[src/hw/rtl/assert_macros.svh]
// Assertion helpers for the segment intersection block.
// Every check is sampled on clk and is off while rst is high.
`ifndef ASSERT_MACROS_SVH
`define ASSERT_MACROS_SVH

// Checks that a property holds at every clock edge.
`define CHK(label, prop, msg) \
  label: assert property (@(posedge clk) disable iff (rst) (prop)) else $error(msg);

// Checks that the antecedent implies the consequent in the following cycle.
`define CHK_NEXT(label, ante, cons, msg) \
  label: assert property (@(posedge clk) disable iff (rst) (ante) |=> (cons)) else $error(msg);

`endif

[src/hw/rtl/segi_pkg.sv]
// ----------------------------------------------------------------------------
// segi_pkg
// Widths, register indexes and stage payload types shared by the modules, interfaces and bench.
// ----------------------------------------------------------------------------
`default_nettype none
package segi_pkg;
  localparam int COORD_W = 16;
  localparam int PFRAC   = 16;
  localparam int DIFF_W  = COORD_W + 1;
  localparam int PROD_W  = 2 * DIFF_W;
  localparam int DET_W   = PROD_W + 2;
  localparam int BND_W   = 16;
  localparam int NUM_W   = DET_W + PFRAC;
  localparam int CMP_W   = NUM_W + 2;
  localparam int REM_W   = DET_W + 1;
  localparam int PT_W    = DIFF_W + PFRAC + 1;
  localparam int CFG_IDX_W = 2;

  typedef enum logic [CFG_IDX_W-1:0] {
    REG_LOW_BOUND  = 2'd0,
    REG_HIGH_BOUND = 2'd1,
    REG_DET_TOL    = 2'd2
  } cfg_reg_t;

  typedef logic signed [COORD_W-1:0] coord_t;
  typedef logic signed [DIFF_W-1:0]  diff_t;

  typedef struct packed {
    logic [BND_W-1:0] lo;
    logic [BND_W-1:0] hi;
    logic [BND_W-1:0] tol;
  } cfg_t;

  // Entry of the divider pipe and the point stages.
  typedef struct packed {
    logic             valid;
    logic             hit;
    logic             pen;
    logic [REM_W-1:0] rem;
    logic [DET_W-1:0] det;
    logic [PFRAC-1:0] q;
    coord_t           ax;
    coord_t           ay;
    diff_t            a1;
    diff_t            a2;
  } div_t;
endpackage
`default_nettype wire

[src/hw/rtl/segi_div.sv]
// ----------------------------------------------------------------------------
// segi_div
// Pipelined restoring divider, one quotient bit per stage: q = rem*2^P / det.
// ----------------------------------------------------------------------------
`default_nettype none
module segi_div import segi_pkg::*; (
  input  wire logic clk,
  input  wire logic rst,
  input  wire logic en,
  input  wire div_t in,
  output div_t      out
);
  div_t st [PFRAC+1];
  logic [REM_W-1:0] r2 [PFRAC];

  assign st[0] = in;
  assign out   = st[PFRAC];

  for (genvar k = 0; k < PFRAC; k++) begin : g_step
    assign r2[k] = {st[k].rem[REM_W-2:0], 1'b0};
    always_ff @(posedge clk) begin
      if (rst) begin
        st[k+1].valid <= 1'b0;
      end else if (en) begin
        st[k+1].valid <= st[k].valid;
      end
    end
    always_ff @(posedge clk) begin
      if (en) begin
        st[k+1].hit <= st[k].hit;
        st[k+1].pen <= st[k].pen;
        st[k+1].det <= st[k].det;
        st[k+1].ax  <= st[k].ax;
        st[k+1].ay  <= st[k].ay;
        st[k+1].a1  <= st[k].a1;
        st[k+1].a2  <= st[k].a2;
        if (r2[k] >= REM_W'(st[k].det)) begin
          st[k+1].rem <= r2[k] - REM_W'(st[k].det);
          st[k+1].q   <= {st[k].q[PFRAC-2:0], 1'b1};
        end else begin
          st[k+1].rem <= r2[k];
          st[k+1].q   <= {st[k].q[PFRAC-2:0], 1'b0};
        end
      end
    end
  end
endmodule
`default_nettype wire

[config.mk]
export PLATFORM = sky130hd
export DESIGN_NAME = segi_div
export DESIGN_NICKNAME = d
export VERILOG_FILES = /design/src/hw/rtl/assert_macros.svh /design/src/hw/rtl/segi_pkg.sv /design/src/hw/rtl/segi_div.sv
export SDC_FILE = /design/constraint.sdc
export NUM_CORES = 2
export LEC_CHECK = 0
export CAP_MARGIN = 20
export CORE_UTILIZATION = 30
export DETAILED_ROUTE_END_ITERATION = 8
export DONT_BUFFER_PORTS = 1
export HOLD_SLACK_MARGIN = 0.05
export PLACE_DENSITY_LB_ADDON = 0.12
export REMOVE_ABC_BUFFERS = 1
export SYNTH_ARGS = -nofsm -noshare
export SYNTH_HDL_FRONTEND = slang
export SYNTH_SLANG_ARGS = --single-unit
[constraint.sdc]
create_clock -name clk -period 4.6 [get_ports clk]
set_input_delay 0.69 -clock clk [delete_from_list [all_inputs] [get_ports clk]]
set_output_delay 0.69 -clock clk [all_outputs]
set_load 0.01 [all_outputs]
# After elaboration in Yosys (flattened, before gate mapping)
# Cells that the tools add are included.
[totals]
ff_bits = 2393
elab_cells = 240
output_inout_bits = 158
in_bits = 161
[classes]
addsub = 16
n_mux = 32
order_cmp = 16
[ops]
columns = ["cell", "count"]
rows = [
  [">= comparator 37 x 36 -> 1 bit", 16],
  ["two-way mux 36 bit", 15],
  ["subtractor 36 bit", 15],
  ["two-way mux 37 bit", 1],
  ["subtractor 37 x 36 -> 37 bit", 1],
  ["two-way mux 1 bit", 16],
]

# Logic depth before layout (Yosys ltp)
[depth]
depth_word = 2
depth_mapped = 17
depth_no_buf = 14

# Worst setup path after synthesis
# No wires, ideal clock.
[synth_path]
path_type = "input to register"
startpoint = "input in[96] (netlist name)"
endpoint = "register st, in the netlist r2[536] (data pin)"
setup_slack_ns = 0.973
setup_ns = 0.260
required_ns = 4.340
path_stages = 13
n_path_buf = 1
t_arrival_ns = 3.368
path_cell_list = "inv_1 -> ha_1 -> a21o_1 -> a21oi_1 -> a21oi_1 -> o31a_1 -> or3_1 -> a31o_2 -> a21oi_1 -> o31ai_1 -> a21oi_2 -> buf_4 -> mux2_2"
[synth_between]
elab_chain_cells = 2
word_cells_on_any_way = 3
classes_between = "1 x add/sub; 1 x order compare; 1 x mux"
[synth_lines]
columns = ["item", "line", "source"]
rows = [
  ["from (decl)", "segi_div.sv:10", "input wire div_t in,"],
  ["subtractor 36 bit or >= comparator 37 x 36 -> 1 bit (tied branches)", "segi_div.sv:38, segi_div.sv:37", ""],
  ["two-way mux 36 bit (*)", "segi_div.sv:37", "if (r2[k] >= REM_W'(st[k].det)) begin"],
  ["to (decl)", "segi_div.sv:13", "div_t st [PFRAC+1];"],
]
# Mark *: on every way between the ends. The rest lies on a longest branch, timed or not.
# A chain may end at the register's enable or synchronous reset.

# Worst setup path in the final report
[layout_path]
startpoint = "register st[1505] (netlist name)"
endpoint = "register st, in the netlist r2[295] (data pin)"
[layout_between]
elab_chain_cells = 2
word_cells_on_any_way = 3
classes_between = "1 x add/sub; 1 x order compare; 1 x mux"
[layout_lines]
columns = ["item", "line"]
rows = [
  ["subtractor 36 bit or >= comparator 37 x 36 -> 1 bit (tied branches)", "segi_div.sv:38, segi_div.sv:37"],
  ["two-way mux 36 bit (*)", "segi_div.sv:37"],
]
# Marks and branches as above.

==> reports/summary.txt <==
vias - 63.0k
Ports - 319
Initial Util - 30.1%
final count of hold timing violations - 0
die area - 369,000 sq um
Avg Cell Area, Syn - 13.2 sq um
crit path cell chain - inv_1 > ha_1 > nor2b_1 > o21ai_0 > a21boi_1 > o31ai_1 > nand2_1 > a222oi_1 > a21oi_1 > a311o_1 > a31oi_1 > xnor2_1 > mux2_2
vias in the first global route - 66.0k
worst-margin pin slew - 1450 ps
number of gates resized after cts - 0
post-route cell area - 127,000 sq um
largest fanout on the critical path - 4
Static Leak - 48.7 nW
fraction of registers with async set/reset - 0%
startpoint type of the worst setup path - flip-flop
CP Class - reg -> reg
Sw Ratio - 33.3%
Final Net Count - 9,364
Top FF cell, synth - edfxtp_1
MaxCap Viol Count - 0
H-tree levels - 5
Die H - 608 microns
skew final - 46.8 ps
power per cell area - 650 nW/um^2
# DRC - 0
worst skew pair latency - 900 ps
Critical Path Slowest Stage Cell - a222oi_1
Post-Synthesis Cells - 8,367
DPL Wire Length - 161,000 microns
Routed Antenna Nets - 0
sequential power share - 38.3%
row count - 222
part of the Yosys area used for sequential elements - 65.1%
Final Wtd Congestion - 0.946
dpl cells - 13.0k
layout cell share with drive strength beyond 1 - 8.05%
Clock transition at path regs - 60 ps
Cell Area, Placed - 116,000 sq um
Int Pwr - 54.9 mW
Setup crit end kind - flip-flop
Final period util - 91.9%
grt total ovfl - 0
TritonCTS Buffers - 297
Tot GR Track Use - 12.0%
Ys Warns - 0
Rel. slew slack - 3.12%
largest net degree at the start of global routing - 264
Combinational Power Share - 34.4%
First-pass DRT Iterations - 7
area grow syn2layout - 15.1%
Post-synth EDFFs - 2,377
VDD IR max - 0.261 mV
endpoints failing setup - 0
deepest clock path buffer count - 4
worst path arrival time - 4830 ps
post-synthesis register bit count - 2,393
DR iter-0 viols - 3,658
RSZ-0062 raised after global routing - false
per-cell routed wire length - 16.8 microns
NetSw - 27.4 mW
area of the core - 365,000 sq um
root buffer cell - clkbuf_16
initial antenna violation count - 1
number of fill cells - 34.9k
post-route minimum period - 4230 ps
final wirelength - 230,000 microns
class of the tightest hold or removal check - in -> reg
Worst EP required - 5200 ps
first-pass GRT wire length - 357,000 microns
CTS tree - done
Non-Filler Instances - 13.6k
IO buf count - 0
clock share of power - 27.3%
drt via density - 4.62
Slowest Stage Delay on Critical Path - 650 ps
die width - 608 microns
post-synthesis cell type count - 92
Cell Area, Synth - 110,000 sq um
outcome - finished, final reports clean
Slew Limit Fails - 0
clk sinks - 2,393
f_max - 237 MHz
## kinds of logic (layout without fill, tap and decap cells)
logic type,count (synthesis),count (layout),share of synthesized area (%)
AOI/OAI and AO/OA,2046,2046,11.5
xor gates and xnor gates,493,493,3.92
adders and majority gates,592,592,6.84
buffers and inverters,1070,1534,4.28
DFF,2393,2393,65.1
muxes,127,127,1.27
other,0,1,0
and+or+nand+nor,1646,1646,7.03
## path summary, 6_finish.rpt
| kind | from | end | slack [ps] | depth (start not counted) |
|---|---|---|---|---|
| setup / recovery | st[1505]$_DFFE_PP_ | r2[295]$_DFFE_PP_ | 370 | 13 |
| hold / removal | in[146] | r2[548]$_DFFE_PP_ | 190 | 2 |
| setup reg to reg | st[1505]$_DFFE_PP_ | r2[295]$_DFFE_PP_ | 370 | 13 |
| hold reg to reg | st[1757]$_DFFE_PP_ | st[1599]$_DFFE_PP_ | 390 | 0 |
## power by group through the flow
| stage | sequential, mW | combinational [mW] | clock, mW |
|---|---|---|---|
| finish | 31.6 | 28.3 | 22.5 |
| global route | 32.0 | 31.5 | 24.4 |
| floorplan | 31.1 | 20.3 | 0 |
| CTS | 31.6 | 28.4 | 23.6 |
| detailed placement | 32.0 | 28.2 | 0 |
| global placement | 32.0 | 27.9 | 0 |
## flip-flops by register name, summed over array words and instances, names as in the netlist
signal and flops:
st 1695, r2 540, out 158
## repair_timing
item	in CTS	in global routing
hold buffers	141	0
endpoints found under the hold margin	231	0
endpoints found under the setup margin	0	74
buffers inserted	0	0
## per-stage QoR
step | setup WS, ps | total power, mW | utilization, % | TNS (ps) | hold WS (ps)
finish | 373 | 82.4 | 34.7 | 0 | 187
global route | 49.3 | 87.8 | 34.7 | 0 | 140
CTS | 367 | 83.6 | 34.6 | 0 | 99.5
detailed placement | -353 | 60.2 | 31.7 | -69920 | 405
global placement | -154 | 59.9 | 31.7 | -28000 | 400
floorplan | -798 | 51.4 | - | -52460 | 400
## Yosys cell counts (16+ instances only)
| cell | n | area [sq um] |
|---|---|---|
| mux2i_1 | 23 | 230 |
| nand4_1 | 83 | 519 |
| nor4_1 | 20 | 125 |
| nor2b_1 | 103 | 644 |
| buf_4 | 167 | 1250 |
| nor2_1 | 334 | 1250 |
| nand2_1 | 648 | 2430 |
| xnor2_1 | 257 | 2250 |
| mux2_2 | 102 | 1150 |
| a211oi_1 | 46 | 345 |
| nand3_1 | 133 | 666 |
| a21boi_0 | 25 | 188 |
| nand2b_1 | 90 | 563 |
| and3_1 | 78 | 488 |
| inv_1 | 717 | 2690 |
| nor3_1 | 49 | 245 |
| and2_1 | 25 | 156 |
| o21ai_1 | 18 | 90.1 |
| clkbuf_1 | 130 | 488 |
| o21a_1 | 56 | 420 |
| a21oi_1 | 529 | 2650 |
| edfxtp_1 | 2377 | 71400 |
| xor2_1 | 236 | 2070 |
| ha_1 | 576 | 7210 |
| dfxtp_1 | 16 | 320 |
| a21o_1 | 354 | 2660 |
| buf_2 | 37 | 185 |
| o211ai_1 | 20 | 150 |
| fa_1 | 16 | 320 |
| o31ai_1 | 55 | 413 |
| o21bai_1 | 59 | 443 |
| a31oi_1 | 72 | 450 |
| o21ai_0 | 619 | 3100 |
## layout by cell type (no fill, tap or decap), types with 133 or more instances in the layout
cell | Yosys | routed
a21o_1 | 354 | 354
a21oi_1 | 529 | 528
clkbuf_16 | 0 | 304
dlygate4sd3_1 | 0 | 140
edfxtp_1 | 2377 | 2377
ha_1 | 576 | 576
inv_1 | 717 | 717
nand2_1 | 648 | 647
nand3_1 | 133 | 133
nor2_1 | 334 | 333
o21ai_0 | 619 | 619
xnor2_1 | 257 | 257
xor2_1 | 236 | 236
## metal layers
metal	part of all wire, %	track usage, %
met2	50	21.9
met4	7.0	8.03
met1	39	12.6
met5	0	0
met3	3.8	2.14
## critical path: cells and delay by family, from the launching register on
family / cells / cell delay, ps
AO/OA/AOI/OAI: 7 / 2420
buffers and inverters: 1 / 60
adder cells (fa/ha/maj): 1 / 310
AND/OR/NAND/NOR: 2 / 430
flip-flops: 1 / 390
XOR/XNOR: 1 / 80
multiplexers: 1 / 270
## final cells by class
type	count	area, sq um	share of cell area, %
antenna	1	2.50	0.00198
clock buffer	374	7870	6.21
clock inverter	145	1510	1.20
inverter	719	2700	2.13
multi-input combinational	4904	33800	26.7
sequential	2393	71700	56.6
tap	4816	6030	4.76
timing repair buffer	296	3070	2.42
(Power assumes the default switching activity.)
