`config.mk`:
```
export PLATFORM = sky130hd
export DESIGN_NAME = segi_point
export DESIGN_NICKNAME = d
export VERILOG_FILES = /design/src/hw/rtl/assert_macros.svh /design/src/hw/rtl/segi_pkg.sv /design/src/hw/rtl/segi_point.sv
export SDC_FILE = /design/constraint.sdc
export NUM_CORES = 1
export LEC_CHECK = 0
export BUFFER_PORTS_ARGS = -buffer_cell sky130_fd_sc_hd__buf_4
export CAP_MARGIN = 20
export CORE_ASPECT_RATIO = 0.9
export CORE_MARGIN = 5
export CORE_UTILIZATION = 45
export CTS_BUF_LIST = sky130_fd_sc_hd__clkbuf_4 sky130_fd_sc_hd__clkbuf_8
export DETAILED_ROUTE_END_ITERATION = 8
export PLACE_DENSITY = 0.71
export SLEW_MARGIN = 15
export SYNTH_ARGS = -nofsm -noshare
export SYNTH_HDL_FRONTEND = slang
export SYNTH_SLANG_ARGS = --single-unit
```
`constraint.sdc`:
```
create_clock -name clk -period 8.34 [get_ports clk]
set_input_delay 0.417 -clock clk [delete_from_list [all_inputs] [get_ports clk]]
set_output_delay 0.417 -clock clk [all_outputs]
set_load 0.03 [all_outputs]
```
`src/hw/rtl/assert_macros.svh`:
```
// Assertion helpers for the segment intersection block.
// Every check is sampled on clk and is off while rst is high.
`ifndef ASSERT_MACROS_SVH
`define ASSERT_MACROS_SVH

// Checks that a property holds at every clock edge.
`define CHK(label, prop, msg) \
  label: assert property (@(posedge clk) disable iff (rst) (prop)) else $error(msg);

// Checks that the antecedent implies the consequent in the following cycle.
`define CHK_NEXT(label, ante, cons, msg) \
  label: assert property (@(posedge clk) disable iff (rst) (ante) |=> (cons)) else $error(msg);

`endif

```
`src/hw/rtl/segi_pkg.sv`:
```
// ----------------------------------------------------------------------------
// segi_pkg
// Widths, register indexes and stage payload types shared by the modules, interfaces and bench.
// ----------------------------------------------------------------------------
`default_nettype none
package segi_pkg;
  localparam int COORD_W = 16;
  localparam int PFRAC   = 16;
  localparam int DIFF_W  = COORD_W + 1;
  localparam int PROD_W  = 2 * DIFF_W;
  localparam int DET_W   = PROD_W + 2;
  localparam int BND_W   = 16;
  localparam int NUM_W   = DET_W + PFRAC;
  localparam int CMP_W   = NUM_W + 2;
  localparam int REM_W   = DET_W + 1;
  localparam int PT_W    = DIFF_W + PFRAC + 1;
  localparam int CFG_IDX_W = 2;

  typedef enum logic [CFG_IDX_W-1:0] {
    REG_LOW_BOUND  = 2'd0,
    REG_HIGH_BOUND = 2'd1,
    REG_DET_TOL    = 2'd2
  } cfg_reg_t;

  typedef logic signed [COORD_W-1:0] coord_t;
  typedef logic signed [DIFF_W-1:0]  diff_t;

  typedef struct packed {
    logic [BND_W-1:0] lo;
    logic [BND_W-1:0] hi;
    logic [BND_W-1:0] tol;
  } cfg_t;

  // Entry of the divider pipe and the point stages.
  typedef struct packed {
    logic             valid;
    logic             hit;
    logic             pen;
    logic [REM_W-1:0] rem;
    logic [DET_W-1:0] det;
    logic [PFRAC-1:0] q;
    coord_t           ax;
    coord_t           ay;
    diff_t            a1;
    diff_t            a2;
  } div_t;
endpackage
`default_nettype wire

```
`src/hw/rtl/segi_point.sv`:
```
// ----------------------------------------------------------------------------
// segi_point
// Point = A + floor((B-A)*q / 2^P): one multiply stage, one add stage.
// ----------------------------------------------------------------------------
`default_nettype none
module segi_point import segi_pkg::*; (
  input  wire logic clk,
  input  wire logic rst,
  input  wire logic en,
  input  wire div_t in,
  output logic      valid,
  output logic      hit,
  output coord_t    px,
  output coord_t    py
);
  logic m_v, m_hit, m_pen;
  coord_t m_ax, m_ay;
  logic signed [PT_W-1:0] mx, my, sx, sy;
  logic signed [DIFF_W:0] tq;

  assign tq = $signed({2'b00, in.q});
  assign sx = (mx >>> PFRAC) + PT_W'(m_ax);
  assign sy = (my >>> PFRAC) + PT_W'(m_ay);

  always_ff @(posedge clk) begin
    if (rst) begin
      m_v   <= 1'b0;
      valid <= 1'b0;
    end else if (en) begin
      m_v   <= in.valid;
      valid <= m_v;
    end
  end

  always_ff @(posedge clk) begin
    if (en) begin
      m_hit <= in.hit; m_pen <= in.pen; m_ax <= in.ax; m_ay <= in.ay;
      mx <= PT_W'(in.a1 * tq);
      my <= PT_W'(in.a2 * tq);
      hit <= m_hit;
      px  <= m_pen ? sx[COORD_W-1:0] : '0;
      py  <= m_pen ? sy[COORD_W-1:0] : '0;
    end
  end
endmodule
`default_nettype wire

```
Yosys cells after proc, flatten, opt, wreduce, memory -nomap -nowiden
Index checks and enable logic that the tools add are counted.

Add/sub/neg operators: 2. Multipliers: 2.

Operators with widths (number): 17-bit by 17-bit multiplier with 32-bit output (2); 16-bit adder (2).

Bits of input ports: 161. Word-level logic and storage cells: 15. Register bits after elaboration: 133. Output and inout bits: 34.

Logic depth before layout (Yosys ltp)
Depth after elaboration: 1. Gate-level depth with buffers: 24. Gate-level depth less buffers: 22.

Worst setup path before layout
No wires, ideal clock.

Kind: input port to flip-flop. Start point: input port in[33] in the netlist's numbering. End point: register mx[30] (data pin). Path slack: 2190 ps. Data required time: 8082 ps. Path buffers: 1. Data arrival time: 5893 ps. Stages: 23. Cell sequence: clkbuf_1 -> nand2_1 -> inv_1 -> fa_1 -> inv_1 -> fa_1 -> inv_1 -> fa_1 -> fa_1 -> fa_1 -> inv_1 -> fa_1 -> inv_1 -> ha_1 -> a2111oi_0 -> o21ai_1 -> a31o_1 -> a21oi_1 -> nor2b_1 -> o21ai_0 -> nand3b_1 -> a21oi_1 -> xnor2_1.

Cells in the longest elaborated chain, start to end: 1.

Ends and longest elaborated chain: start, declared (RTL line segi_point.sv:10) `input wire div_t in,`; 17-bit by 17-bit multiplier with 32-bit output (RTL line segi_point.sv:38) `mx <= PT_W'(in.a1 * tq);`; end signal, assigned (RTL line segi_point.sv:38); end, declared (RTL line segi_point.sv:18) `logic signed [PT_W-1:0] mx, my, sx, sy;`.

Every way passes these cells. A chain may end at the register's enable or synchronous reset.

Worst setup path after layout
Start point: input port in[68] in the netlist's numbering. End point: register mx[30] (data pin).

Same word-level chain as after synthesis.

==> results_tabular.tex <==
\begin{tabular}{lr}
\hline
Metric & Value \\
\hline
\multicolumn{2}{l}{\textbf{Setup path}} \\
\quad Worst-path maximum fanout & 34 \\
\quad Required time worst endpoint & between 8 and 9 ns \\
\quad Critical Path AT & 6.63 ns \\
\quad Classification of the worst setup path & input pin to flip-flop \\
\quad Crit. End Element & flip-flop \\
\quad Element type at the critical path start & input pin \\
\multicolumn{2}{l}{\textbf{Drt}} \\
\quad Routed length per instance & 16.5 µm \\
\quad DR vias & 16.2k \\
\quad Routed vias/inst & 5.05 \\
\quad Total wire length & 53.1 mm \\
\quad DRC & 0 \\
\quad Number of iterations in the first detailed-routing pass & 7 \\
\quad Detail Route Antenna Nets & 0 \\
\quad DRT iter0 DRCs & 851 \\
\multicolumn{2}{l}{\textbf{Logic synthesis}} \\
\quad Biggest area contributors in the synthesized netlist & sky130\_fd\_sc\_hd\_\_fa\_1 (45\%), sky130\_fd\_sc\_hd\_\_edfxtp\_1 (13\%), sky130\_fd\_sc\_hd\_\_inv\_1 (10\%) \\
\quad Post-synthesis share of cell area spent on xor and xnor gates & 3.09\% \\
\quad Distinct cell type count of the synthesized netlist & 56 \\
\quad Post-Synth Adder-Cell Area & 54.8\% \\
\quad Synthesized-area fraction occupied by and/or/nand/nor cells & 14.2\% \\
\quad Commonest register cell after synthesis & sky130\_fd\_sc\_hd\_\_edfxtp\_1 \\
\quad Synthesized Nets & 3345 \\
\quad Flop and latch count out of synthesis & 101 \\
\quad Dominant cell by count in the synthesized netlist & sky130\_fd\_sc\_hd\_\_inv\_1 \\
\quad Most numerous cell types in the synthesized netlist & sky130\_fd\_sc\_hd\_\_inv\_1 (662), sky130\_fd\_sc\_hd\_\_fa\_1 (532), sky130\_fd\_sc\_hd\_\_nand2\_1 (309), sky130\_fd\_sc\_hd\_\_and2\_1 (259), sky130\_fd\_sc\_hd\_\_ha\_1 (190) \\
\quad Share of the synthesized area in the top cell type & between 40\% and 50\% \\
\quad Cell count after synthesis & 2462 \\
\quad Mux contribution to synthesized area & less than 1\% \\
\quad Complex-gate fraction of the synthesized area & 3.24\% \\
\quad Fraction of synthesis flops using an asynchronous set or reset pin & 0\% \\
\quad Ys Warns & 0 \\
\quad Post-synth EDFFs & 99 \\
\quad Netlist Area Pre-Place & 0.0238 mm² \\
\quad Share of synthesized area occupied by flip-flops and latches & roughly 13\% \\
\quad Combinational family with the most area after synthesis & adder cells \\
\quad Mean cell area of the mapped netlist & 9.66 µm² \\
\quad Leading area contributor after synthesis & sky130\_fd\_sc\_hd\_\_fa\_1 \\
\multicolumn{2}{l}{\textbf{Placed design}} \\
\quad Post-detail-place hpwl & about 42 mm \\
\quad Weighted congestion at the end of routability-driven global placement & about 0.84 \\
\quad IO Port Bufs & 121 \\
\multicolumn{2}{l}{\textbf{Floorplanning}} \\
\quad Full die area & 0.0575 mm² \\
\quad Standard-cell row count & 80 \\
\quad Horizontal die dimension & 252 µm \\
\quad Area of the core & roughly 0.053 mm² \\
\quad Total I/O pin count & 195 \\
\quad Initial core utilization & 45.2\% \\
\quad Height of the die & $\sim$230 µm \\
\multicolumn{2}{l}{\textbf{STA}} \\
\quad Final Hold Viols & 0 \\
\quad Slew HR & 43.3\% \\
\quad Shortest period the worst path allows & 6.47 ns \\
\quad Unrepaired setup endpoints after global routing & false \\
\quad Highest clock frequency the design can meet & approximately 150 MHz \\
\quad Setup Skew & 0.0124 ns \\
\quad Slew at the pin closest to its max-slew limit & about 0.85 ns \\
\quad Max-slew violation total from the final report & 0 \\
\quad Final worst path period share & 77.6\% \\
\quad Number of endpoints failing setup at the final stage & 0 \\
\quad Setup TNS & 0 ns \\
\multicolumn{2}{l}{\textbf{Clock tree}} \\
\quad Number of buffers on the longest clock path & 2 \\
\quad Clock tree from TritonCTS & yes \\
\quad Number of buffers added by the clock tree synthesis step & 9 \\
\quad Root Buffer & sky130\_fd\_sc\_hd\_\_clkbuf\_8 \\
\quad H-tree levels & 3 \\
\quad Insertion delay of the later-clocked pin in the worst-skew pair & about 0.4 ns \\
\quad Number of hold buffers added after cts & 0 \\
\quad Number of clock sinks & 101 \\
\quad Clk pin slew, worst setup/hold paths & 0.11 ns \\
\quad Post-cts sizing count & 0 \\
\quad Number of post-CTS setup repair buffers & 0 \\
\multicolumn{2}{l}{\textbf{Global route}} \\
\quad GRT met1 Usage & 24.6\% \\
\quad First-pass GRT wire length & 92.1 mm \\
\quad Global routing usage summed across all routing layers & 19.5\% \\
\quad Number of antenna violations at the first check in global routing & 1 \\
\quad GR Layer Usage met3 & under 10\% \\
\quad Residual overflow from global routing & 0 \\
\quad Number of global-route vias before repair & 18.8k \\
\quad Most used routing layer & met2 \\
\quad Largest net degree at the start of global routing & 85 \\
\quad Global-route track usage on met2 & 35.3\% \\
\multicolumn{2}{l}{\textbf{Worst hold path}} \\
\quad Class of the tightest hold or removal check & input pin to flip-flop \\
\multicolumn{2}{l}{\textbf{Final layout}} \\
\quad Share of cells above drive strength 1 & 5.80\% \\
\quad Total Nets Final & 3394 \\
\quad Growth of design area from synthesis to finish & 7.12\% \\
\multicolumn{2}{l}{\textbf{Flow run}} \\
\quad Maxcap violations & 0 \\
\multicolumn{2}{l}{\textbf{Status}} \\
\quad Status & finished, final reports clean \\
\hline
\end{tabular}
final timing paths:
check | slack [ns] | start | to | depth (start not counted)
hold / removal | 0.17 | rst | m_v | 2
hold reg to reg | 0.47 | m_hit | hit | 0
setup reg to reg | 5.47 | m_ay[1] | py[15] | 10
setup / recovery | 1.87 | in[68] | mx[30] | 23
worst max-delay path, stage by stage:
cell	delay (ns)
sky130_fd_sc_hd__buf_4	0.27
sky130_fd_sc_hd__nand2_1	0.18
sky130_fd_sc_hd__inv_1	0.10
sky130_fd_sc_hd__fa_1	0.68
sky130_fd_sc_hd__inv_1	0.14
sky130_fd_sc_hd__fa_1	0.59
sky130_fd_sc_hd__inv_1	0.29
sky130_fd_sc_hd__fa_1	0.50
sky130_fd_sc_hd__fa_1	0.52
sky130_fd_sc_hd__fa_1	0.49
sky130_fd_sc_hd__inv_1	0.05
sky130_fd_sc_hd__fa_1	0.47
sky130_fd_sc_hd__inv_1	0.04
sky130_fd_sc_hd__ha_1	0.20
sky130_fd_sc_hd__a2111oi_0	0.37
sky130_fd_sc_hd__o21ai_1	0.14
sky130_fd_sc_hd__a31o_1	0.23
sky130_fd_sc_hd__a21oi_1	0.19
sky130_fd_sc_hd__nor2b_1	0.06
sky130_fd_sc_hd__o21ai_0	0.23
sky130_fd_sc_hd__nand3b_1	0.16
sky130_fd_sc_hd__a21oi_1	0.20
sky130_fd_sc_hd__xnor2_1	0.08
flip-flops by register name (all words and copies together) (netlist names):
signal  count
m_ax       16
m_ay       16
mx         16
my         16
px         16
py         16
hit         1
m_hit       1
m_pen       1
m_v         1
valid       1
cell type report:
cell class	count	area [µm²]
Inverter	663	2490
Timing Repair Buffer	124	951
Sequential cell	101	3010
Fill cell	4877	27200
Tap cell	697	872
Multi-Input combinational cell	1612	18000
Antenna cell	1	2.50
Clock buffer	9	124
Clock inverter	7	66.3
cells by family after synthesis:
| kind of cell | after synthesis |
|---|---|
| compound gates | 116 |
| xor+xnor | 84 |
| fa+ha+maj | 722 |
| buf+inv | 749 |
| flops | 101 |
| mux | 3 |
| simple gates | 687 |
per-layer routing:
layer | part of all wire, % | routed length [µm]
met5 | 0.024 | 13
met3 | 5.1 | 2730
met2 | 52 | 27400
met1 | 41 | 21700
met4 | 2.3 | 1250
cell usage in the layout (no fill, tap or decap), types with 3 or more instances in the layout:
cell                       instances
sky130_fd_sc_hd__a21o_1           18
sky130_fd_sc_hd__a21oi_1          37
sky130_fd_sc_hd__a31oi_1           5
sky130_fd_sc_hd__and2_1          259
sky130_fd_sc_hd__and3_1           11
sky130_fd_sc_hd__buf_4           123
sky130_fd_sc_hd__clkbuf_8          9
sky130_fd_sc_hd__edfxtp_1         99
sky130_fd_sc_hd__fa_1            532
sky130_fd_sc_hd__ha_1            190
sky130_fd_sc_hd__inv_1           662
sky130_fd_sc_hd__mux2i_1           3
sky130_fd_sc_hd__nand2_1         309
sky130_fd_sc_hd__nand2b_1          4
sky130_fd_sc_hd__nand3_1          14
sky130_fd_sc_hd__nor2_1           44
sky130_fd_sc_hd__nor2b_1          12
sky130_fd_sc_hd__nor3_1           18
sky130_fd_sc_hd__o211ai_1          3
sky130_fd_sc_hd__o21a_1            9
sky130_fd_sc_hd__o21ai_0           8
sky130_fd_sc_hd__o21ai_1          10
sky130_fd_sc_hd__o21bai_1          3
sky130_fd_sc_hd__or3_1             4
sky130_fd_sc_hd__xnor2_1          62
sky130_fd_sc_hd__xor2_1           22
through the flow:
stage | setup slack (ns) | cell area, µm² | hold slack (ns) | utilization [%] | instances
2_1_floorplan | 2.19 | 23800 | 0.400 | - | 2462
4_1_cts | 1.96 | 25400 | 0.144 | 48.3 | 3212
6_report | 1.87 | 25500 | 0.171 | 48.4 | 3214
3_3_place_gp | 1.59 | 25200 | 0.409 | 48.0 | 3196
5_1_grt | 1.53 | 25500 | 0.143 | 48.4 | 3213
3_5_place_dp | 1.53 | 25200 | 0.444 | 48.0 | 3196
Power is left out: the tool's default activity adds up to more than one toggle a clock period on the data nets, which glitch-free logic cannot reach.
